**src/sv/pee_pkg.sv**
```systemverilog
package pee_pkg;

  localparam int DATA_W = 32;
  localparam int STAT_W = 3;

  // status codes
  localparam logic [STAT_W-1:0] ST_OK        = 3'd0;
  localparam logic [STAT_W-1:0] ST_OVERFLOW  = 3'd1;
  localparam logic [STAT_W-1:0] ST_UNDERFLOW = 3'd2;
  localparam logic [STAT_W-1:0] ST_DIVZERO   = 3'd3;
  localparam logic [STAT_W-1:0] ST_INVALID   = 3'd4;

  // character codes
  localparam logic [7:0] CH_ZERO  = 8'h30;
  localparam logic [7:0] CH_NINE  = 8'h39;
  localparam logic [7:0] CH_PLUS  = 8'h2B;
  localparam logic [7:0] CH_MINUS = 8'h2D;
  localparam logic [7:0] CH_MUL   = 8'h2A;
  localparam logic [7:0] CH_DIV   = 8'h2F;
  localparam logic [7:0] CH_POW   = 8'h5E;
  localparam logic [7:0] CH_SPACE = 8'h20;
  localparam logic [7:0] CH_TAB   = 8'h09;

  typedef enum logic [1:0] {
    OP_MUL,
    OP_DIV,
    OP_POW
  } alu_op_t;

  // request from the controller to the arithmetic unit
  typedef struct packed {
    logic        start;
    alu_op_t     op;
    logic [31:0] a;
    logic [31:0] b;
  } alu_req_t;

  typedef struct packed {
    logic        done;
    logic [31:0] result;
  } alu_rsp_t;

endpackage

```
**src/sv/prefix_expression_evaluator_unit.sv**
```systemverilog
// Prefix expression evaluator. Characters arrive one item each, rightmost
// first; final_char marks the leftmost, after which one result (value,
// status) is emitted and the stack and error are cleared. Operands live in
// a single-port-read stack RAM of STACK_DEPTH words. Digits and blanks are
// taken in the idle state; + and - need two RAM reads; * and / run in the
// bit-serial arithmetic unit; ^ runs there too, with one shift-add step per
// cycle. A final item goes through S_FIN and, with no error, S_FRD, which
// reads the top of the stack, to S_OUT; the result then sits in an output
// register, and a further final item waits only if that register is still
// held by the receiver.
module prefix_expression_evaluator_unit #(
  parameter int STACK_DEPTH = 64
) (
  input  logic               clk,
  input  logic               rst,
  input  logic               in_valid,
  output logic               in_ready,
  input  logic [7:0]         char_code,
  input  logic               final_char,
  output logic               out_valid,
  input  logic               out_ready,
  output logic signed [31:0] value,
  output logic [2:0]         status
);

  localparam int AW = $clog2(STACK_DEPTH);

  logic          mem_we;
  logic [AW-1:0] mem_waddr;
  logic [31:0]   mem_wdata;
  logic [AW-1:0] mem_raddr;
  logic [31:0]   mem_rdata;
  pee_pkg::alu_req_t alu_req;
  pee_pkg::alu_rsp_t alu_rsp;

  pee_ram #(.WIDTH(32), .DEPTH(STACK_DEPTH)) u_stack (
    .clk(clk), .we(mem_we), .waddr(mem_waddr), .wdata(mem_wdata),
    .raddr(mem_raddr), .rdata(mem_rdata)
  );

  pee_alu u_alu (.clk(clk), .rst(rst), .req(alu_req), .rsp(alu_rsp));

  pee_ctrl #(.STACK_DEPTH(STACK_DEPTH)) u_ctrl (
    .clk(clk), .rst(rst),
    .in_valid(in_valid), .in_ready(in_ready),
    .char_code(char_code), .final_char(final_char),
    .out_valid(out_valid), .out_ready(out_ready),
    .value(value), .status(status),
    .mem_we(mem_we), .mem_waddr(mem_waddr), .mem_wdata(mem_wdata),
    .mem_raddr(mem_raddr), .mem_rdata(mem_rdata),
    .alu_req(alu_req), .alu_rsp(alu_rsp)
  );

endmodule

```
**src/sv/pee_ram.sv**
```systemverilog
module pee_ram #(
  parameter int WIDTH = 32,
  parameter int DEPTH = 64
) (
  input  logic                     clk,
  input  logic                     we,
  input  logic [$clog2(DEPTH)-1:0] waddr,
  input  logic [WIDTH-1:0]         wdata,
  input  logic [$clog2(DEPTH)-1:0] raddr,
  output logic [WIDTH-1:0]         rdata
);

  logic [WIDTH-1:0] mem [DEPTH];

  always_ff @(posedge clk) begin
    if (we) begin
      mem[waddr] <= wdata;
    end
    rdata <= mem[raddr];
  end

endmodule

```
**src/sv/pee_alu.sv**
```systemverilog
// Multi-cycle multiply, divide and power unit. Multiply is shift-add,
// divide is restoring, power is square-and-multiply with shift-add steps.
module pee_alu (
  input  logic             clk,
  input  logic             rst,
  input  pee_pkg::alu_req_t req,
  output pee_pkg::alu_rsp_t rsp
);

  typedef enum logic [2:0] {
    S_IDLE,
    S_MUL,
    S_DIV,
    S_PMUL,
    S_PSQR,
    S_DONE
  } state_t;

  state_t        state;
  logic [31:0]   acc;      // product / quotient accumulator
  logic [31:0]   mcand;    // multiplicand
  logic [31:0]   mplier;   // multiplier bits, shifted right
  logic [31:0]   rem;
  logic [31:0]   dvd;
  logic [31:0]   dvs;
  logic          neg;
  logic [5:0]    cnt;
  logic [31:0]   pres;     // power result
  logic [31:0]   pbase;
  logic [31:0]   pexp;
  logic [31:0]   result;

  logic [32:0]   rem_sh;
  logic [32:0]   rem_sub;

  assign rem_sh  = {rem, dvd[31]};
  assign rem_sub = rem_sh - {1'b0, dvs};

  assign rsp.done   = (state == S_DONE);
  assign rsp.result = result;

  always_ff @(posedge clk) begin
    if (rst) begin
      state <= S_IDLE;
    end else begin
      case (state)
        S_IDLE: begin
          if (req.start) begin
            cnt <= '0;
            case (req.op)
              pee_pkg::OP_MUL: begin
                acc    <= '0;
                mcand  <= req.a;
                mplier <= req.b;
                state  <= S_MUL;
              end
              pee_pkg::OP_DIV: begin
                neg   <= req.a[31] ^ req.b[31];
                dvd   <= req.a[31] ? (32'd0 - req.a) : req.a;
                dvs   <= req.b[31] ? (32'd0 - req.b) : req.b;
                rem   <= '0;
                acc   <= '0;
                state <= S_DIV;
              end
              default: begin
                // negative exponent handled directly
                if (req.b[31]) begin
                  if (req.a == 32'd1) begin
                    result <= 32'd1;
                  end else if (req.a == 32'hFFFF_FFFF) begin
                    result <= req.b[0] ? 32'hFFFF_FFFF : 32'd1;
                  end else begin
                    result <= '0;
                  end
                  state <= S_DONE;
                end else begin
                  pres  <= 32'd1;
                  pbase <= req.a;
                  pexp  <= req.b;
                  state <= S_PMUL;
                end
              end
            endcase
          end
        end
        S_MUL: begin
          // one multiplier bit per cycle
          if (mplier[0]) begin
            acc <= acc + mcand;
          end
          mcand  <= mcand << 1;
          mplier <= mplier >> 1;
          if (mplier[31:1] == '0) begin
            result <= mplier[0] ? acc + mcand : acc;
            state  <= S_DONE;
          end
        end
        S_DIV: begin
          // one quotient bit per cycle
          dvd <= dvd << 1;
          if (!rem_sub[32]) begin
            rem <= rem_sub[31:0];
            acc <= {acc[30:0], 1'b1};
          end else begin
            rem <= rem_sh[31:0];
            acc <= {acc[30:0], 1'b0};
          end
          cnt <= cnt + 6'd1;
          if (cnt == 6'd31) begin
            result <= neg ? (32'd0 - {acc[30:0], ~rem_sub[32]})
                          : {acc[30:0], ~rem_sub[32]};
            state  <= S_DONE;
          end
        end
        S_PMUL: begin
          if (pexp == '0) begin
            result <= pres;
            state  <= S_DONE;
          end else if (pexp[0]) begin
            // pres * pbase via the shift-add loop
            acc    <= '0;
            mcand  <= pres;
            mplier <= pbase;
            state  <= S_PSQR;
            cnt    <= 6'd1;
          end else begin
            acc    <= '0;
            mcand  <= pbase;
            mplier <= pbase;
            state  <= S_PSQR;
            cnt    <= 6'd0;
          end
        end
        S_PSQR: begin
          if (mplier[31:1] == '0) begin
            if (cnt[0]) begin
              // result multiply done, now square the base
              pres   <= mplier[0] ? acc + mcand : acc;
              acc    <= '0;
              mcand  <= pbase;
              mplier <= pbase;
              cnt    <= 6'd0;
            end else begin
              pbase <= mplier[0] ? acc + mcand : acc;
              pexp  <= pexp >> 1;
              state <= S_PMUL;
            end
          end else begin
            if (mplier[0]) begin
              acc <= acc + mcand;
            end
            mcand  <= mcand << 1;
            mplier <= mplier >> 1;
          end
        end
        S_DONE: begin
          state <= S_IDLE;
        end
        default: state <= S_IDLE;
      endcase
    end
  end

endmodule

```
**src/sv/pee_ctrl.sv**
```systemverilog
// Sequencer: reads operands from the stack memory, runs the operator,
// pushes the result and emits the final value.
module pee_ctrl #(
  parameter int STACK_DEPTH = 64
) (
  input  logic                           clk,
  input  logic                           rst,
  input  logic                           in_valid,
  output logic                           in_ready,
  input  logic [7:0]                     char_code,
  input  logic                           final_char,
  output logic                           out_valid,
  input  logic                           out_ready,
  output logic signed [31:0]             value,
  output logic [2:0]                     status,
  output logic                           mem_we,
  output logic [$clog2(STACK_DEPTH)-1:0] mem_waddr,
  output logic [31:0]                    mem_wdata,
  output logic [$clog2(STACK_DEPTH)-1:0] mem_raddr,
  input  logic [31:0]                    mem_rdata,
  output pee_pkg::alu_req_t              alu_req,
  input  pee_pkg::alu_rsp_t              alu_rsp
);

  localparam int AW = $clog2(STACK_DEPTH);
  localparam int CW = $clog2(STACK_DEPTH + 1);

  typedef enum logic [2:0] {
    S_IDLE,
    S_RD1,
    S_RD2,
    S_EXEC,
    S_WAIT,
    S_FIN,
    S_FRD,
    S_OUT
  } state_t;

  state_t      state;
  logic [CW-1:0] cnt;
  logic [2:0]  err;
  logic [7:0]  ch;
  logic        fin;
  logic [31:0] first;
  logic [31:0] second;
  logic [31:0] res_value;  // result waiting for the output register
  logic [2:0]  res_status;

  logic        is_digit;
  logic        is_space;
  logic        accept;
  logic        load_out;
  logic [CW-1:0] cnt_m1;

  assign is_digit = (char_code >= pee_pkg::CH_ZERO) && (char_code <= pee_pkg::CH_NINE);
  assign is_space = (char_code == pee_pkg::CH_SPACE) || (char_code == pee_pkg::CH_TAB);
  assign in_ready = (state == S_IDLE);
  assign accept   = in_valid && in_ready;
  assign load_out = (state == S_OUT) && (!out_valid || out_ready);
  assign cnt_m1   = cnt - CW'(1);

  // stack memory port control; the second operand is on the read port in S_EXEC
  always_comb begin
    mem_we    = 1'b0;
    mem_waddr = cnt[AW-1:0];
    mem_wdata = {24'd0, char_code - pee_pkg::CH_ZERO};
    mem_raddr = cnt_m1[AW-1:0];
    if (state == S_IDLE && accept && err == pee_pkg::ST_OK && is_digit &&
        cnt < CW'(STACK_DEPTH)) begin
      mem_we = 1'b1;
    end else if (state == S_WAIT && alu_rsp.done) begin
      mem_we    = 1'b1;
      mem_wdata = alu_rsp.result;
    end else if (state == S_EXEC && ch != pee_pkg::CH_MUL && ch != pee_pkg::CH_DIV &&
                 ch != pee_pkg::CH_POW) begin
      mem_we    = (ch == pee_pkg::CH_PLUS) || (ch == pee_pkg::CH_MINUS);
      mem_wdata = (ch == pee_pkg::CH_PLUS) ? first + mem_rdata : first - mem_rdata;
    end
  end

  always_comb begin
    alu_req.start = (state == S_EXEC) &&
      ((ch == pee_pkg::CH_MUL) || (ch == pee_pkg::CH_POW) ||
       (ch == pee_pkg::CH_DIV && mem_rdata != '0));
    alu_req.op = (ch == pee_pkg::CH_MUL) ? pee_pkg::OP_MUL :
                 (ch == pee_pkg::CH_DIV) ? pee_pkg::OP_DIV : pee_pkg::OP_POW;
    alu_req.a  = first;
    alu_req.b  = mem_rdata;
  end

  always_ff @(posedge clk) begin
    if (rst) begin
      state     <= S_IDLE;
      cnt       <= '0;
      err       <= pee_pkg::ST_OK;
      out_valid <= 1'b0;
    end else begin
      // output register
      if (load_out) begin
        out_valid <= 1'b1;
      end else if (out_ready) begin
        out_valid <= 1'b0;
      end
      case (state)
        S_IDLE: begin
          if (accept) begin
            ch  <= char_code;
            fin <= final_char;
            if (err != pee_pkg::ST_OK || is_space) begin
              state <= final_char ? S_FIN : S_IDLE;
            end else if (is_digit) begin
              if (cnt < CW'(STACK_DEPTH)) begin
                cnt <= cnt + CW'(1);
              end else begin
                err <= pee_pkg::ST_OVERFLOW;
              end
              state <= final_char ? S_FIN : S_IDLE;
            end else if (cnt < CW'(2)) begin
              err   <= pee_pkg::ST_UNDERFLOW;
              cnt   <= '0;
              state <= final_char ? S_FIN : S_IDLE;
            end else begin
              state <= S_RD1;
            end
          end
        end
        S_RD1: begin
          // top read issued at cnt-1
          cnt   <= cnt_m1;
          state <= S_RD2;
        end
        S_RD2: begin
          first <= mem_rdata;
          cnt   <= cnt_m1;
          state <= S_EXEC;
        end
        S_EXEC: begin
          second <= mem_rdata;
          state  <= S_WAIT;
        end
        S_WAIT: begin
          if (ch == pee_pkg::CH_PLUS || ch == pee_pkg::CH_MINUS) begin
            cnt   <= cnt + CW'(1);
            state <= fin ? S_FIN : S_IDLE;
          end else if (ch == pee_pkg::CH_DIV && second == '0) begin
            err   <= pee_pkg::ST_DIVZERO;
            state <= fin ? S_FIN : S_IDLE;
          end else if (ch == pee_pkg::CH_MUL || ch == pee_pkg::CH_DIV ||
                       ch == pee_pkg::CH_POW) begin
            if (alu_rsp.done) begin
              cnt   <= cnt + CW'(1);
              state <= fin ? S_FIN : S_IDLE;
            end
          end else begin
            err   <= pee_pkg::ST_INVALID;
            state <= fin ? S_FIN : S_IDLE;
          end
        end
        S_FIN: begin
          if (err != pee_pkg::ST_OK || cnt == '0) begin
            res_value  <= '0;
            res_status <= (err != pee_pkg::ST_OK) ? err : pee_pkg::ST_UNDERFLOW;
            state      <= S_OUT;
          end else begin
            state <= S_FRD;
          end
        end
        S_FRD: begin
          state      <= S_OUT;
          res_value  <= mem_rdata;
          res_status <= pee_pkg::ST_OK;
        end
        S_OUT: begin
          if (load_out) begin
            value  <= res_value;
            status <= res_status;
            cnt    <= '0;
            err    <= pee_pkg::ST_OK;
            state  <= S_IDLE;
          end
        end
        default: state <= S_IDLE;
      endcase
    end
  end

endmodule

```
**config.mk**
```make
export PLATFORM = sky130hd
export DESIGN_NAME = prefix_expression_evaluator_unit
export DESIGN_NICKNAME = d
export VERILOG_FILES = /design/src/sv/pee_pkg.sv /design/src/sv/prefix_expression_evaluator_unit.sv /design/src/sv/pee_ram.sv /design/src/sv/pee_alu.sv /design/src/sv/pee_ctrl.sv
export SDC_FILE = /design/constraint.sdc
export NUM_CORES = 2
export LEC_CHECK = 0
export BUFFER_PORTS_ARGS = -buffer_cell sky130_fd_sc_hd__buf_2
export CAP_MARGIN = 25
export CORE_MARGIN = 2
export CORE_UTILIZATION = 35
export DETAILED_ROUTE_END_ITERATION = 7
export GPL_TIMING_DRIVEN = 0
export HOLD_SLACK_MARGIN = 0.02
export SETUP_SLACK_MARGIN = 0.02
export SLEW_MARGIN = 20
export SYNTH_ARGS = -nofsm -noshare
export SYNTH_HDL_FRONTEND = slang
export SYNTH_SLANG_ARGS = --single-unit
```
**constraint.sdc**
```tcl
create_clock -name clk -period 11.4 [get_ports clk]
set_input_delay 0.57 -clock clk [delete_from_list [all_inputs] [get_ports clk]]
set_output_delay 0.57 -clock clk [all_outputs]
set_load 0.01 [all_outputs]
```
# After elaboration in Yosys (flattened, before gate mapping)
# Memories as Yosys holds them, arrays and structs flattened. A register that Yosys moved wholly into a read port is not among the register bits.
# Cells that the tools add are included.
dict set report totals {
  reg_bits 487
  memories 1
  word_cells 288
  in_bits 13
  ram_bits 2048
}
dict set report op_classes {
  eq_ne 54
  add_sub_neg 11
  muxes 124
  order_cmp 4
  reduce_logical 64
  bitwise_logic 3
}
# memory words word_bits rd rd_clocked_by_memory_dff write_ports line
set memory_table {}
lappend memory_table {u_stack.mem 64 32 1 1 1 pee_ram.sv:13} ;# logic [WIDTH-1:0] mem [DEPTH];
# operator n
set op_table {}
lappend op_table {{32-bit two-way mux} 52}
lappend op_table {{32-bit case mux with 2 select lines} 6}
lappend op_table {{32-bit case mux with 4 select lines} 3}
lappend op_table {{32-bit case mux with 5 select lines} 1}
lappend op_table {{1-bit by 32-bit subtractor with 32-bit output (first input constant)} 3}
lappend op_table {{3-bit two-way mux} 27}
lappend op_table {{7-bit two-way mux} 10}
lappend op_table {{32-bit adder} 2}
lappend op_table {{32-bit zero test} 2}
lappend op_table {{8-bit by 6-bit == test with 1-bit output (second input constant)} 5}
lappend op_table {{33-bit by 32-bit subtractor with 33-bit output} 1}
lappend op_table {{32-bit by 1-bit == test with 1-bit output (second input constant)} 1}
lappend op_table {{32-bit == test (second input constant)} 1}
lappend op_table {{32-bit nonzero test} 1}
lappend op_table {{32-bit subtractor} 1}
lappend op_table {{31-bit zero test} 1}
lappend op_table {{31-bit two-way mux} 1}
lappend op_table {{7-bit case mux with 4 select lines} 1}
lappend op_table {{6-bit two-way mux} 4}
lappend op_table {{2-bit inequality test (second input constant)} 12}
lappend op_table {{3-bit case mux with 8 select lines} 1}
lappend op_table {{6-bit case mux with 4 select lines} 1}
lappend op_table {{3-bit == test (second input constant)} 6}
lappend op_table {{3-bit inequality test (second input constant)} 6}
lappend op_table {{45 further kinds} 111}

# Logic depth before layout (Yosys ltp)
dict set report depth {
  depth_word 9
  ltp_mapped 20
  depth_no_buf 18
}

# Cells and area by module
# From an unflattened synthesis, not the netlist that was laid out.
dict set report hier_totals {
  hier_cells 6392
  hier_area_um2 108511.6
}
# mod cells_each instances area_each_um2 seq_area_each_um2
set modules_own_cells {}
lappend modules_own_cells {pee_ram 3511 1 79039.6 62139.6}
lappend modules_own_cells {pee_alu 2030 1 20298.2 9849.4}
lappend modules_own_cells {pee_ctrl 851 1 9173.8 4574.4}

# Worst setup path after synthesis
# OpenSTA, ideal clock, no wires.
dict set report synth_timing {
  path_type {reg2reg}
  from {reg u_stack.rdata[0] (read register of u_stack.mem)}
  to {reg u_alu.dvd[0], enable pin}
  required_time_ns 10.819
  setup_slack_ns 4.253
  synth_period_minus_slack_ns 7.147
  arrival_time_ns 6.566
  setup_time_ns 0.581
  stages_incl_launch_ff 11
  cell_sequence {dfxtp_1 -> inv_1 -> ha_1 -> nand4b_1 -> or3_1 -> or3b_2 -> clkbuf_1 -> nor3_1 -> o21ba_2 -> o21a_1 -> a211oi_1}
}
dict set report synth_via {
  elab_chain_len 6
}
# element line
set synth_rtl {}
lappend synth_rtl {{from (decl)} pee_ram.sv:10} ;# output logic [WIDTH-1:0] rdata
lappend synth_rtl {{32-bit nonzero test} pee_ctrl.sv:84} ;# (ch == pee_pkg::CH_DIV && mem_rdata != '0));
lappend synth_rtl {{1-bit logical AND} pee_ctrl.sv:84}
lappend synth_rtl {{1-bit logical OR} pee_ctrl.sv:83} ;# ((ch == pee_pkg::CH_MUL) || (ch == pee_pkg::CH_POW) ||
lappend synth_rtl {{1-bit logical AND} pee_ctrl.sv:82} ;# alu_req.start = (state == S_EXEC) &&
lappend synth_rtl {{2-bit inequality test (no source line)} -}
lappend synth_rtl {{4-bit AND reduction (no source line)} -}
lappend synth_rtl {{to (signal assigned)} pee_alu.sv:59} ;# dvd <= req.a[31] ? (32'd0 - req.a) : req.a;
lappend synth_rtl {{to (signal assigned)} pee_alu.sv:100} ;# dvd <= dvd << 1;
lappend synth_rtl {{to (decl)} pee_alu.sv:24} ;# logic [31:0] dvd;
# No other way between the ends.
# A chain may end at the register's enable or synchronous reset.

# Worst setup path after layout
dict set report layout_timing {
  from {reg u_ctrl.cnt[0]}
  to {reg u_stack.rdata[4] (read register of u_stack.mem)}
}
dict set report layout_via {
  elab_chain_len 1
}
# element line
set layout_rtl {}
lappend layout_rtl {{from (decl)} pee_ctrl.sv:40} ;# logic [CW-1:0] cnt;
lappend layout_rtl {{from (signal assigned)} pee_ctrl.sv:113} ;# cnt <= cnt + CW'(1);
lappend layout_rtl {{from (signal assigned)} pee_ctrl.sv:129} ;# cnt <= cnt_m1;
lappend layout_rtl {{from (signal assigned)} pee_ctrl.sv:134} ;# cnt <= cnt_m1;
lappend layout_rtl {{7-bit by 1-bit subtractor with 7-bit output} pee_ctrl.sv:60} ;# assign cnt_m1 = cnt - CW'(1);
# No other way between the ends.

==> impl_metrics.yaml <==
status:
  status: "finished with violations"
  violations: "design-rule violations"
finish:
  register_area_um2: 76600
  fin_util_pct: 41.6
  multi_input_area_um2: 29800
  final_common_cell: "edfxtp_1"
  nets: 6631
  instances_no_fill: 10832
  design_area_um2: 127000
  drive_gt1_share_pct: 22.7
  synthToLayoutAreaGrowth_pct: 18.4
  final_cell_mix: "edfxtp_1, mux4_2, nand2_1"
  fillCellCount: 27012
sta:
  final_hold_viol_count: 0
  fin_worst_skew_ns: 0.0973
  fin_crit_ns: 6.99
  fin_crit_sh_pct: 61.3
  finalSetupViolCount: 0
  setup_ws_ns: 4.41
  max_slew_margin_pct: 22.8
  slew_violations: 0
  fmax_mhz: 143
  hold_ws_ns: 0.219
  rsz0062_at_grt: "false"
  worst_slew_pin_slew_ns: 1.16
clock_tree:
  htree_levels: 5
  root_buffer: "clkbuf_16"
  post_cts_buffers: 0
  tritoncts: "built"
  cts_resized: 0
  cts.sinks: 2566
  clkSlewWorstSetupHoldPaths_ns: 0.06
  clock_path_buffers: 4
  cts_made_buffers: 279
  cts_hold_buf: 9
  clock_latency_ns: 0.88
setup_path:
  worst-endpoint-required_ns: 11.90
  critPathArrivalTime_ns: 7.49
  path_buf_inv: 8
  worst_setup_path_end_kind: "flop"
  cp_common_cell: "clkbuf_1"
  slowest_stage: "clkbuf_1"
  worstPathMaxFanout: 11
  cp_top_family: "buffers and inverters"
  worstSetupPathType: "flop to flop"
  critPathLaunchType: "flop"
  cp_cell_sequence: "buf_2, clkbuf_1, inv_1, ha_1, clkbuf_1, clkbuf_1, buf_6, clkbuf_2, clkbuf_1, mux4_2, mux4_2, mux2i_1, o21ai_0"
  critPathMaxStageDelay_ns: 0.80
drt:
  vias: 60947
  ant_nets: 0
  drt_pass1_iterations: 8
  first_iter_violations: 7820
  drcViolationCount: 4
  wl_mm: 326
  post_drt_wl_per_cell_um: 30.1
  vias_per_cell: 5.63
run:
  maxCapViolCount: 0
grt:
  antenna_found_initial: 27
  grt_use_total_pct: 20.7
  grt_pass1_vias: 59769
  grt_pass1_wl_mm: 457
  grt_start_max_net_pins: 65
  overflow: 0
power:
  clkPwrFrac_pct: 25.5
  pwr-share-seq_pct: 32.5
  p_int_uw: 21800
  switching_share_pct: 38.5
  switchingPower_uw: 13700
  ir_drop_mv: 0.247
  powerDensity_nw_per_um2: 280
  leakagePower_uw: 0.0402
  combPwrFrac_pct: 42.0
yosys:
  synth_edf_count: 2517
  syn_nets: 6076
  synth_area_leaders: "edfxtp_1, mux4_2, nand2_1"
  yosysTopAreaCell: "edfxtp_1"
  ys_seq_area_share_pct: 71.4
  synth.distinct_cells: 88
  netlist_instances: 5954
  yosys_warnings: 0
  synthesis.area_um2: 107000
  synth-seq-cells: 2566
  async_flop_share_pct: 0
  syn_area_per_cell_um2: 18.0
  synth_top_area_share_pct: 70.5
  ys.flop_type: "edfxtp_1"
place:
  dp_hpwl_mm: 236
  gp_congestion: 0.943
  placed_area_um2: 117000
  portBuffers: 49
  post-place-ws_ns: 4.61
  numPlacedInstances: 10298
die:
  core_um2: 305000
  die_h_um: 557
  ios: 50
  fp-row-count: 203
  dieWidth_um: 557
  initial_utilization_pct: 35.1
  dieArea_um2: 311000
min_path:
  hp-class: "primary input to flop"
## layer usage
layer  part of all wire, %  GRT usage [%]  routed length, um  vias up
met4                   4.8           8.84              15500        8
met3                   8.3           4.01              27000      668
met1                    40           27.6             131000    31959
li1                      -              -                  -    25333
met5                 0.016              0                 51        -
met2                    47           33.0             153000     2979
## kinds of logic after synthesis
logic type | synth area share, %
adders and majority gates | 1.30
AOI/OAI and AO/OA | 5.05
DFF | 71.4
buffers and inverters | 1.64
muxes | 14.2
and+or+nand+nor | 4.78
xor gates and xnor gates | 1.54
## worst paths after layout
path	start	to	slack (ns)	cells after the start
max	u_ctrl.cnt[0]	u_stack.rdata[4]	4.41	13
min	rst	u_ctrl.state[1]	0.22	2
max reg2reg	u_ctrl.cnt[0]	u_stack.rdata[4]	4.41	13
min reg2reg	u_ctrl.res_value[26]	u_ctrl.value[26]	0.42	0
## metrics by stage
step / setup TNS (ns) / total power (uW)
after floorplan: 0 / 19700
after global placement: -446.68 / 25900
after detailed placement: 0 / 26400
after CTS: 0 / 35400
after global routing: 0 / 36600
final: 0 / 35500
## final cells by class
class                      instances  share of cell area [%]
clock inverter                   155                    1.31
tap                             4100                    4.04
sequential                      2566                    60.3
inverter                         119                   0.352
buffer                           341                    1.06
timing repair buffer             274                    3.61
clock buffer                     338                    5.81
multi-input combinational       2928                    23.5
antenna                           11                  0.0217
## power by group through the flow
stage / Clock, uW / Sequential [uW] / Combinational [uW]
after CTS: 9180 / 11500 / 14700
after detailed placement: 0 / 11700 / 14600
final: 9050 / 11600 / 14900
after floorplan: 0 / 11500 / 8150
after global placement: 0 / 11900 / 14000
after global routing: 9520 / 11600 / 15500
## flip-flops by register name, indices dropped and copies added (netlist names), 6 cells and up
signal and flops:
u_ctrl.value 32, u_ctrl.res_value 32, u_stack.mem 2048, u_ctrl.first 32, u_alu.pbase 32, u_alu.rem 32, u_alu.mcand 32, u_ctrl.cnt 7
u_stack.rdata 32, u_ctrl.second 32, u_alu.dvd 32, u_alu.pres 32, u_alu.cnt 6, u_alu.pexp 31, u_alu.result 32, u_alu.mplier 32
u_alu.acc 32, u_alu.dvs 32, u_ctrl.ch 8
## worst register-to-register path, stage by stage, from the launching register on
cell      delay (ns)
dfxtp_1         0.33
buf_2           0.28
clkbuf_1        0.80
inv_1           0.32
ha_1            0.37
clkbuf_1        0.70
clkbuf_1        0.30
buf_6           0.21
clkbuf_2        0.57
clkbuf_1        0.71
mux4_2          0.46
mux4_2          0.53
mux2i_1         0.51
o21ai_0         0.54
## cells in the mapped netlist, drive strengths merged, types with 15 or more instances
| library cell | instances |
|---|---|
| clkbuf | 255 |
| nor4 | 40 |
| xor2 | 71 |
| nor2b | 20 |
| dfxtp | 49 |
| a211oi | 51 |
| a222oi | 58 |
| mux2i | 42 |
| o31ai | 34 |
| a21o | 58 |
| nand3 | 57 |
| ha | 106 |
| mux4 | 640 |
| nand2 | 469 |
| a221oi | 20 |
| a22oi | 15 |
| o21a | 26 |
| and2 | 69 |
| a21oi | 150 |
| nor2 | 259 |
| o21ai | 192 |
| inv | 117 |
| o22ai | 19 |
| edfxtp | 2517 |
| nand2b | 28 |
| a31oi | 55 |
| o41ai | 15 |
| or3 | 27 |
| xnor2 | 118 |
| nor3 | 44 |
| mux2 | 37 |
| buf | 86 |
| nand4 | 25 |
| or4 | 16 |
Power figures use the tool's default switching activity.
